**config.mk**
```make
export PLATFORM = sky130hd
export DESIGN_NAME = aarm_cordic_cell
export DESIGN_NICKNAME = d
export VERILOG_FILES = /design/src/design/axis_angle_rotation_matrix_top_assert.svh /design/src/design/aarm_pkg.sv /design/src/design/aarm_cordic_cell.sv
export SDC_FILE = /design/constraint.sdc
export NUM_CORES = 1
export LEC_CHECK = 0
export BUFFER_PORTS_ARGS = -buffer_cell sky130_fd_sc_hd__buf_2
export CAP_MARGIN = 5
export CORE_ASPECT_RATIO = 1.75
export CORE_MARGIN = 2
export CORE_UTILIZATION = 45
export CTS_CLUSTER_DIAMETER = 120
export CTS_CLUSTER_SIZE = 10
export DETAILED_ROUTE_END_ITERATION = 6
export PLACE_DENSITY = 0.79
export SLEW_MARGIN = 40
export SYNTH_ARGS = -nofsm -noshare
export SYNTH_HDL_FRONTEND = slang
export SYNTH_SLANG_ARGS = --single-unit
```
**constraint.sdc**
```tcl
create_clock -name clock -period 3.5 [get_ports clock]
set_input_delay 0.35 -clock clock [delete_from_list [all_inputs] [get_ports clock]]
set_output_delay 0.35 -clock clock [all_outputs]
set_load 0.03 [all_outputs]
```
**src/design/axis_angle_rotation_matrix_top_assert.svh**
```systemverilog
// assertion macros shared by the rotation matrix design
`ifndef AXIS_ANGLE_ROTATION_MATRIX_TOP_ASSERT_SVH
`define AXIS_ANGLE_ROTATION_MATRIX_TOP_ASSERT_SVH

// implication checked in the same cycle
`define AARM_ASSERT_NOW(label, ante, cons) \
   label: assert property (@(posedge clock) disable iff (reset) (ante) |-> (cons)) \
      else $error("aarm assertion failed");

// implication checked in the next cycle
`define AARM_ASSERT_NEXT(label, ante, cons) \
   label: assert property (@(posedge clock) disable iff (reset) (ante) |=> (cons)) \
      else $error("aarm assertion failed");

`endif

```
**src/design/aarm_pkg.sv**
```systemverilog
// shared types, constants and arithmetic helpers for the rotation matrix pipeline
`default_nettype none
package aarm_pkg;

   localparam int CORDIC_STEPS_DEF = 16;
   localparam int FRAC_BITS_DEF    = 14;
   localparam int NEWTON_ITERS     = 5;
   localparam int ATAN_LEN         = 24;
   localparam int QW               = 34;
   localparam int ZW               = 36;

   typedef logic signed [QW-1:0]   q_type;
   typedef logic signed [ZW-1:0]   z_type;
   typedef logic signed [2*QW-1:0] prod_type;

   localparam q_type    Q30_ONE     = 34'sd1073741824;
   localparam q_type    Q30_THREE   = 34'sd3221225472;
   localparam q_type    INV_GAIN    = 34'sd652032874;
   localparam q_type    SEED_LOW_M  = 34'sd912680550;
   localparam q_type    SEED_HIGH_M = 34'sd644245094;
   localparam z_type    Q30_PI      = 36'sd3373259426;
   localparam z_type    Q30_HALF_PI = 36'sd1686629713;
   localparam prod_type RND_Q30     = 68'sd536870912;

   // payload carried along the normaliser cells
   typedef struct packed {
      logic signed [15:0] ang;
      logic signed [15:0] ax;
      logic signed [15:0] ay;
      logic signed [15:0] az;
      logic               zero;
      logic [3:0]         sh;
   } norm_type;

   // payload carried along the cordic cells
   typedef struct packed {
      q_type ux;
      q_type uy;
      q_type uz;
      logic  zero;
      logic  flip;
   } rot_type;

   function automatic z_type atan_q30(input logic [4:0] i);
      z_type r;
      unique case (i)
         5'd0:  r = 36'sd843314856;
         5'd1:  r = 36'sd497837829;
         5'd2:  r = 36'sd263043836;
         5'd3:  r = 36'sd133525158;
         5'd4:  r = 36'sd67021686;
         5'd5:  r = 36'sd33543515;
         5'd6:  r = 36'sd16775850;
         5'd7:  r = 36'sd8388437;
         5'd8:  r = 36'sd4194282;
         5'd9:  r = 36'sd2097149;
         5'd10: r = 36'sd1048575;
         5'd11: r = 36'sd524287;
         5'd12: r = 36'sd262143;
         5'd13: r = 36'sd131071;
         5'd14: r = 36'sd65535;
         5'd15: r = 36'sd32767;
         5'd16: r = 36'sd16383;
         5'd17: r = 36'sd8191;
         5'd18: r = 36'sd4095;
         5'd19: r = 36'sd2047;
         5'd20: r = 36'sd1023;
         5'd21: r = 36'sd511;
         5'd22: r = 36'sd255;
         5'd23: r = 36'sd127;
         default: r = '0;
      endcase
      return r;
   endfunction

   // q30 product, rounded half up
   function automatic q_type mul_q30(input q_type a, input q_type b);
      prod_type p;
      p = a * b;
      p = p + RND_Q30;
      return q_type'(p >>> 30);
   endfunction

   // largest output code for a given fraction width
   function automatic int field_hi(input int fb);
      longint one;
      one = longint'(1) << fb;
      return (one > 32767) ? 32767 : int'(one);
   endfunction

   function automatic int field_lo(input int fb);
      longint one;
      one = longint'(1) << fb;
      return (one > 32768) ? -32768 : -int'(one);
   endfunction

endpackage
`default_nettype wire

```
**src/design/aarm_cordic_cell.sv**
```systemverilog
// one registered cordic rotation step
`default_nettype none
module aarm_cordic_cell #(
   parameter int STEP = 0
) (
   input  wire logic              clock,
   input  wire logic              reset,
   input  wire logic              en,
   input  wire logic              in_valid,
   input  wire aarm_pkg::q_type   in_x,
   input  wire aarm_pkg::q_type   in_y,
   input  wire aarm_pkg::z_type   in_z,
   input  wire aarm_pkg::rot_type in_pl,
   output logic                   out_valid,
   output aarm_pkg::q_type        out_x,
   output aarm_pkg::q_type        out_y,
   output aarm_pkg::z_type        out_z,
   output aarm_pkg::rot_type      out_pl
);

   localparam aarm_pkg::z_type ATAN = aarm_pkg::atan_q30(5'(STEP));

   logic              valid_ff, valid_in;
   aarm_pkg::q_type   x_ff, y_ff, x_in, y_in, dx, dy;
   aarm_pkg::z_type   z_ff, z_in;
   aarm_pkg::rot_type pl_ff;

   assign valid_in = in_valid;

   always_comb begin
      dx = in_y >>> STEP;
      dy = in_x >>> STEP;
      if (!in_z[aarm_pkg::ZW-1]) begin
         x_in = in_x - dx;
         y_in = in_y + dy;
         z_in = in_z - ATAN;
      end else begin
         x_in = in_x + dx;
         y_in = in_y - dy;
         z_in = in_z + ATAN;
      end
   end

   always_ff @(posedge clock) begin
      if (reset) begin
         valid_ff <= 1'b0;
      end else if (en) begin
         valid_ff <= valid_in;
      end
   end

   always_ff @(posedge clock) begin
      if (en) begin
         x_ff  <= x_in;
         y_ff  <= y_in;
         z_ff  <= z_in;
         pl_ff <= in_pl;
      end
   end

   assign out_valid = valid_ff;
   assign out_x     = x_ff;
   assign out_y     = y_ff;
   assign out_z     = z_ff;
   assign out_pl    = pl_ff;

endmodule
`default_nettype wire

```
==> metrics.yaml, run 1 <==
crit_type: "input pin to flip-flop"
place_congestion: 0.984
ys_ff_latch: 208
crit_path_end: "out_y[28]"
endpoint_kind: "flip-flop"
worst_pin_slew_ns: 0.768
wl_per_cell_um: 22.3
fin_crit_ns: 2.99
fin_ws_ns: 0.507
die_area_sq_um: 31600
grt-ovfl-total: 0
hold_path_class: "input pin to flip-flop"
clk_latency_ns: 0.51
grt_first_pass_wirelength_mm: 73.5
place_inst: 2114
drt-total-wl_mm: 50.4
placed_cell_area_sq_um: 16500
p_per_area_nw_per_um2: 458
htreeDepth: 1
synth_area_sq_um: 13600
die_y_um: 234
final_cell_mix: "419 x buf_2, 207 x edfxtp_1, 131 x ha_1, 129 x a21oi_1, 108 x inv_1"
ys.flop_type: "edfxtp_1"
routed-via-count: 12666
ios: 421
placementRows: 84
fillers: 2429
drive_gt1_share_pct: 29.0
cts_hold_buffers: 97
irDropWorstVdd_v: 0.000406
startpoint_type: "input pin"
required_ns: 3.75
instances_no_fill: 2256
reg2reg_slack_ns: 2.85
crit_start: "in_y[0]"
outcome: "finished clean"
final_common_cell: "buf_2"
cts_resized: 0
nets: 2198
core_area_sq_um: 29800
yosysSeqAreaShare_pct: 45.9
syn_nets: 1632
finalMaxSlewViolations: 0
cap_violations: 0
clk_pin_slew_ns: 0.06
fin_skew_ns: 0
avgViaCountPerCell: 5.61
track_usage_pct: 31.0
fmax_mhz: 334
syn_inst: 1285
ant_nets: 0
grt_max_degree: 92
synth-async-reset-ratio_pct: 0
fp.dieW_um: 135
yosysWarnings: 0
whs_ns: 0.0250
portBuffers: 420
cts_sinks: 208
antenna_found_initial: 11
cts_tree: "done"
p_total_mw: 8.30
cts_buffers: 24
rsz0062_at_grt: "false"
areaGrowthSynthToFinish_pct: 33.5
dpl.hpwl_mm: 37.5
drt_first_pass_iters: 5
cts_setup_buffers: 0
finalSetupViolCount: 0
root_buffer: "clkbuf_16"
grt_pass1_vias: 12953
cp_max_fo: 4
timing.slew.headroom_pct: 47.5
post-route-util_pct: 60.7
final_area_sq_um: 18100
synth_edf_count: 207
finalSetupTns_ns: 0
cts_buffer_depth: 3
hold_viol: 0
route.detailed.drc: 0
p_leak_nw: 8.13
synth.distinct_cells: 85
syn_avg_cell_area_sq_um: 10.6
r2r-start: "out_valid"
crit_arrival_ns: 3.24
fin_crit_sh_pct: 85.5
r2r_end: "out_valid"
dpl_worst_slack_ns: 0.0648
start_util_pct: 45.5
ff2ff_path_depth: 2
first_iter_violations: 897
synthesized netlist by cell type (all sizes together) (4+ instances only):
cell	instances	share of area, %
nand3b	4	0.22
nand2b	17	0.78
a2111oi	5	0.42
o21bai	20	1.1
nand3	23	0.92
a31oi	14	0.69
o31ai	9	0.50
nor3b	4	0.30
o22ai	4	0.18
edfxtp	207	46
a21oi	131	4.9
inv	111	3.1
fa	4	0.59
a311oi	6	0.48
and2	4	0.18
mux2i	20	1.5
buf	25	1.0
a221oi	5	0.50
or3	7	0.32
a211oi	19	1.1
and3	8	0.37
nor2b	12	0.55
o21ai	71	2.7
nor2	101	2.8
o211ai	10	0.59
xnor2	78	5.0
xor2	13	0.84
clkinv	4	0.11
o31a	6	0.39
a21boi	4	0.22
o21a	12	0.66
nand2	45	1.2
a21o	40	2.2
nor3	22	0.81
clkbuf	19	0.53
a41oi	5	0.32
ha	131	12
nor4	9	0.41
o311ai	4	0.31
a211o	6	0.39
nand4	10	0.46
where the power goes:
group          total [mW]  switching, mW  internal [mW]  leakage, nW
Combinational        2.84           1.86          0.976         5.78
Clock                2.22          0.980           1.24        0.314
Sequential           3.24          0.106           3.13         2.03
worst max-delay path, cell delays in order:
cell and delay, ns:
buf_2 0.11, inv_1 0.04, ha_1 0.19, fa_1 0.39
nand2b_1 0.21, a21oi_2 0.24, o22ai_1 0.16, o21ai_1 0.31
buf_4 0.22, a31oi_1 0.13, o41ai_1 0.28, buf_4 0.21
a211o_1 0.14, a21oi_1 0.08, xnor2_1 0.18
registers in the layout, summed over array words and instances (netlist names):
register   flops
out_y         33
out_z         36
out_valid      1
out_pl       104
out_x         34
routing by layer:
layer,track usage [%],share of wire (%)
met5,0,0.032
met1,29.1,32
met4,24.0,8.3
met3,6.57,7.3
met2,57.5,52
logic make-up after synthesis:
| family | synth area share (%) |
|---|---|
| AO/OA/AOI/OAI | 19.4 |
| flip-flops | 45.9 |
| XOR/XNOR | 5.87 |
| multiplexers | 1.47 |
| buffers and inverters | 4.72 |
| adder cells (fa/ha/maj) | 12.7 |
| AND/OR/NAND/NOR | 9.91 |
how the worst min path moves through the flow:
stage | from | endpoint | slack [ns] | cells past startpoint
floorplan | reset | out_valid | 0.42 | 1
global placement | out_valid | out_valid | 0.47 | 2
detailed placement | reset | out_valid | 0.52 | 2
CTS | in_pl[26] | out_pl[26] | 0.0003 | 1
global route | in_pl[5] | out_pl[5] | 0.002 | 1
finish | in_pl[5] | out_pl[5] | 0.02 | 1
final cells by class:
| class | count | area (sq um) | share of cell area, % |
|---|---|---|---|
| antenna | 10 | 25.0 | 0.138 |
| tap | 387 | 484 | 2.67 |
| clock inverter | 2 | 20.0 | 0.110 |
| timing repair buffer | 584 | 3600 | 19.9 |
| clock buffer | 32 | 631 | 3.48 |
| sequential | 208 | 6240 | 34.4 |
| multi-input combinational | 918 | 6700 | 37.0 |
| inverter | 115 | 434 | 2.39 |
Power figures use the tool's default switching activity.
==> run 2: changes to the inputs <==
--- a/config.mk
+++ b/config.mk
@@ -5,6 +5,7 @@
 export SDC_FILE = /design/constraint.sdc
 export NUM_CORES = 1
 export LEC_CHECK = 0
+export ABC_AREA = 1
 export BUFFER_PORTS_ARGS = -buffer_cell sky130_fd_sc_hd__buf_2
 export CAP_MARGIN = 5
 export CORE_ASPECT_RATIO = 1.75
@@ -13,7 +14,7 @@
 export CTS_CLUSTER_DIAMETER = 120
 export CTS_CLUSTER_SIZE = 10
 export DETAILED_ROUTE_END_ITERATION = 6
-export PLACE_DENSITY = 0.79
+export PLACE_DENSITY = 0.75
 export SLEW_MARGIN = 40
 export SYNTH_ARGS = -nofsm -noshare
 export SYNTH_HDL_FRONTEND = slang
==> constraint.sdc (replaced) <==
create_clock -name clock -period 3.2 [get_ports clock]
set_input_delay 0.32 -clock clock [delete_from_list [all_inputs] [get_ports clock]]
set_output_delay 0.32 -clock clock [all_outputs]
set_load 0.03 [all_outputs]
==> metrics.yaml, run 2 <==
finalSetupTns_ns: 0
worst_pin_slew_ns: 0.625
fin_crit_sh_pct: 80.2
drt-total-wl_mm: 65.6
fmax_mhz: 390
nets: 2903
die_area_sq_um: 36300
r2r_end: "out_valid"
first_iter_violations: 942
ios: 421
largest_register_ffs: 104
finalSetupViolCount: 0
cts_setup_buffers: 0
hold_path_class: "input pin to flip-flop"
critical-path-slowest-cell: "ha_1"
clk_latency_ns: 0.54
ys.flop_type: "edfxtp_1"
portBuffers: 420
synth_common_cells: "567 x nand2_1, 286 x inv_1, 207 x edfxtp_1"
grt_first_pass_wirelength_mm: 95.0
start_util_pct: 45.4
yosysWarnings: 0
outcome: "finished clean"
grt-ovfl-total: 0
route.detailed.drc: 0
ff2ff_path_depth: 2
place_congestion: 1.04
cap_violations: 0
required_ns: 3.44
placementRows: 90
fin_skew_ns: 0
crit_chain: "buf_2, inv_1, ha_1, nand2_1, nor2_1, a21oi_1, o21ai_1, nand2_1, nand2_1, nand2_1, nand3_1, nand2_1"
avgViaCountPerCell: 5.33
grt_pass1_vias: 16408
crit_arrival_ns: 2.81
synthTopCellsByArea: "edfxtp_1 40%, nand2_1 14%, ha_1 11%"
synth_top_area_share_pct: 39.8
ys_ff_latch: 208
final_cell_mix: "567 x nand2_1, 419 x buf_2, 286 x inv_1, 207 x edfxtp_1, 181 x nand3_1"
r2r-start: "out_valid"
track_usage_pct: 35.6
synth_area_sq_um: 15600
rsz0062_at_grt: "false"
finalMaxSlewViolations: 0
p_leak_nw: 9.85
crit_top_cell: "nand2_1"
areaGrowthSynthToFinish_pct: 27.6
core_area_sq_um: 34300
cts_buffer_depth: 3
final_common_cell: "nand2_1"
syn_avg_cell_area_sq_um: 7.72
synth.most_common_cell: "nand2_1"
dpl.hpwl_mm: 52.7
grt_max_degree: 63
fillers: 3196
htreeDepth: 1
startpoint_type: "input pin"
synth-async-reset-ratio_pct: 0
reg2reg_slack_ns: 2.56
syn_nets: 2370
max_stage_delay_ns: 0.59
drive_gt1_share_pct: 20.1
timing.slew.headroom_pct: 58.4
routed-via-count: 16142
cts_tree: "done"
cts_buffers: 24
p_per_area_nw_per_um2: 466
cts_sinks: 208
endpoint_kind: "flip-flop"
yosysSeqAreaShare_pct: 40.0
die_y_um: 250
synth_area_leader_cell: "edfxtp_1"
cts_resized: 0
min_from: "in_pl[31]"
synth_edf_count: 207
hold_viol: 0
antenna_found_initial: 2
cp_max_fo: 13
hold_depth: 1
synth.distinct_cells: 48
post-route-util_pct: 58.0
wl_per_cell_um: 21.7
root_buffer: "clkbuf_16"
fin_crit_ns: 2.57
drt_first_pass_iters: 5
clk_pin_slew_ns: 0.06
crit_type: "input pin to flip-flop"
worstHoldEndpoint: "out_pl[31]"
ant_nets: 0
syn_inst: 2023
irDropWorstVdd_v: 0.000447
fp.dieW_um: 145
==> run 2: cell types whose count changed in the layout (fill, tap and decap cells not counted), sizes merged, moves of 17 or more <==
cell | previous run | this run
nand2b | 17 | 0
o21ai | 71 | 105
xnor2 | 78 | 7
xor2 | 13 | 37
nand2 | 45 | 576
mux2i | 20 | 2
nor2 | 101 | 169
buf | 485 | 448
nand3 | 23 | 182
a21o | 40 | 5
a21oi | 131 | 151
inv | 111 | 295
a211oi | 19 | 0
==> run 2: logic make-up (layout without fill, tap and decap cells) <==
logic type	after synthesis	count (layout)	synth area share [%]
flip-flops	208	208	40.0
XOR/XNOR	44	44	2.47
multiplexers	2	2	0.128
AND/OR/NAND/NOR	985	985	26.5
AO/OA/AOI/OAI	309	309	10.8
buffers and inverters	340	884	9.14
other	0	1	0
adder cells (fa/ha/maj)	135	135	11.0
==> run 2: how the worst max path moves through the flow <==
stage                   from        end  cells past startpoint
finish               in_x[4]  out_x[21]                     12
global route         in_x[4]  out_x[21]                     12
CTS                  in_x[4]  out_x[21]                     12
detailed placement   in_x[4]  out_x[21]                     12
global placement     in_x[4]  out_x[21]                     12
floorplan           in_z[35]  out_z[34]                     12
==> run 2: area by class of cell <==
class,count,area (sq um),area share (%)
Clock inverter,2,20.0,0.101
Timing Repair Buffer,552,3380,17.0
Clock buffer,35,642,3.22
Antenna cell,1,2.50,0.0126
Multi-Input combinational cell,1475,7950,39.9
Sequential cell,208,6240,31.3
Inverter,295,1110,5.57
Tap cell,460,576,2.89
==> run 2: stage by stage <==
step	cell area, sq um	worst slack [ns]	hold slack [ns]	power (mW)	cells
floorplan	15600	0.815	0.392	5.52	2023
global placement	18200	0.268	0.470	6.68	2887
detailed placement	18200	0.242	0.486	6.71	2887
CTS	19900	0.811	0.00414	9.23	3027
global route	19900	0.512	0.00254	9.66	3028
finish	19900	0.633	0.0245	9.28	3028
==> run 2: routing by layer <==
metal | track usage, % | vias to the layer above | share of wire [%]
li1 | - | 7721 | -
met1 | 31.9 | 7398 | 31
met2 | 65.8 | 745 | 52
met3 | 5.96 | 276 | 6.2
met4 | 31.4 | 2 | 11
met5 | 0 | - | 0.026
==> run 2: what timing repair did <==
| action | CTS | global route |
|---|---|---|
| endpoints found under the setup margin | 0 | 0 |
| endpoints found under the hold margin | 103 | 0 |
| hold buffers | 103 | 0 |
==> run 2: critical path, delay by kind of cell <==
family                   cells  cell delay (ns)
adder cells (fa/ha/maj)      1             0.59
buffers and inverters        2             0.16
AND/OR/NAND/NOR              7             1.12
AO/OA/AOI/OAI                2             0.62
==> run 2: where the power goes <==
part	internal (mW)	switching [mW]
sequential	3.38	0.0985
clock	1.37	1.08
combinational	0.981	2.36
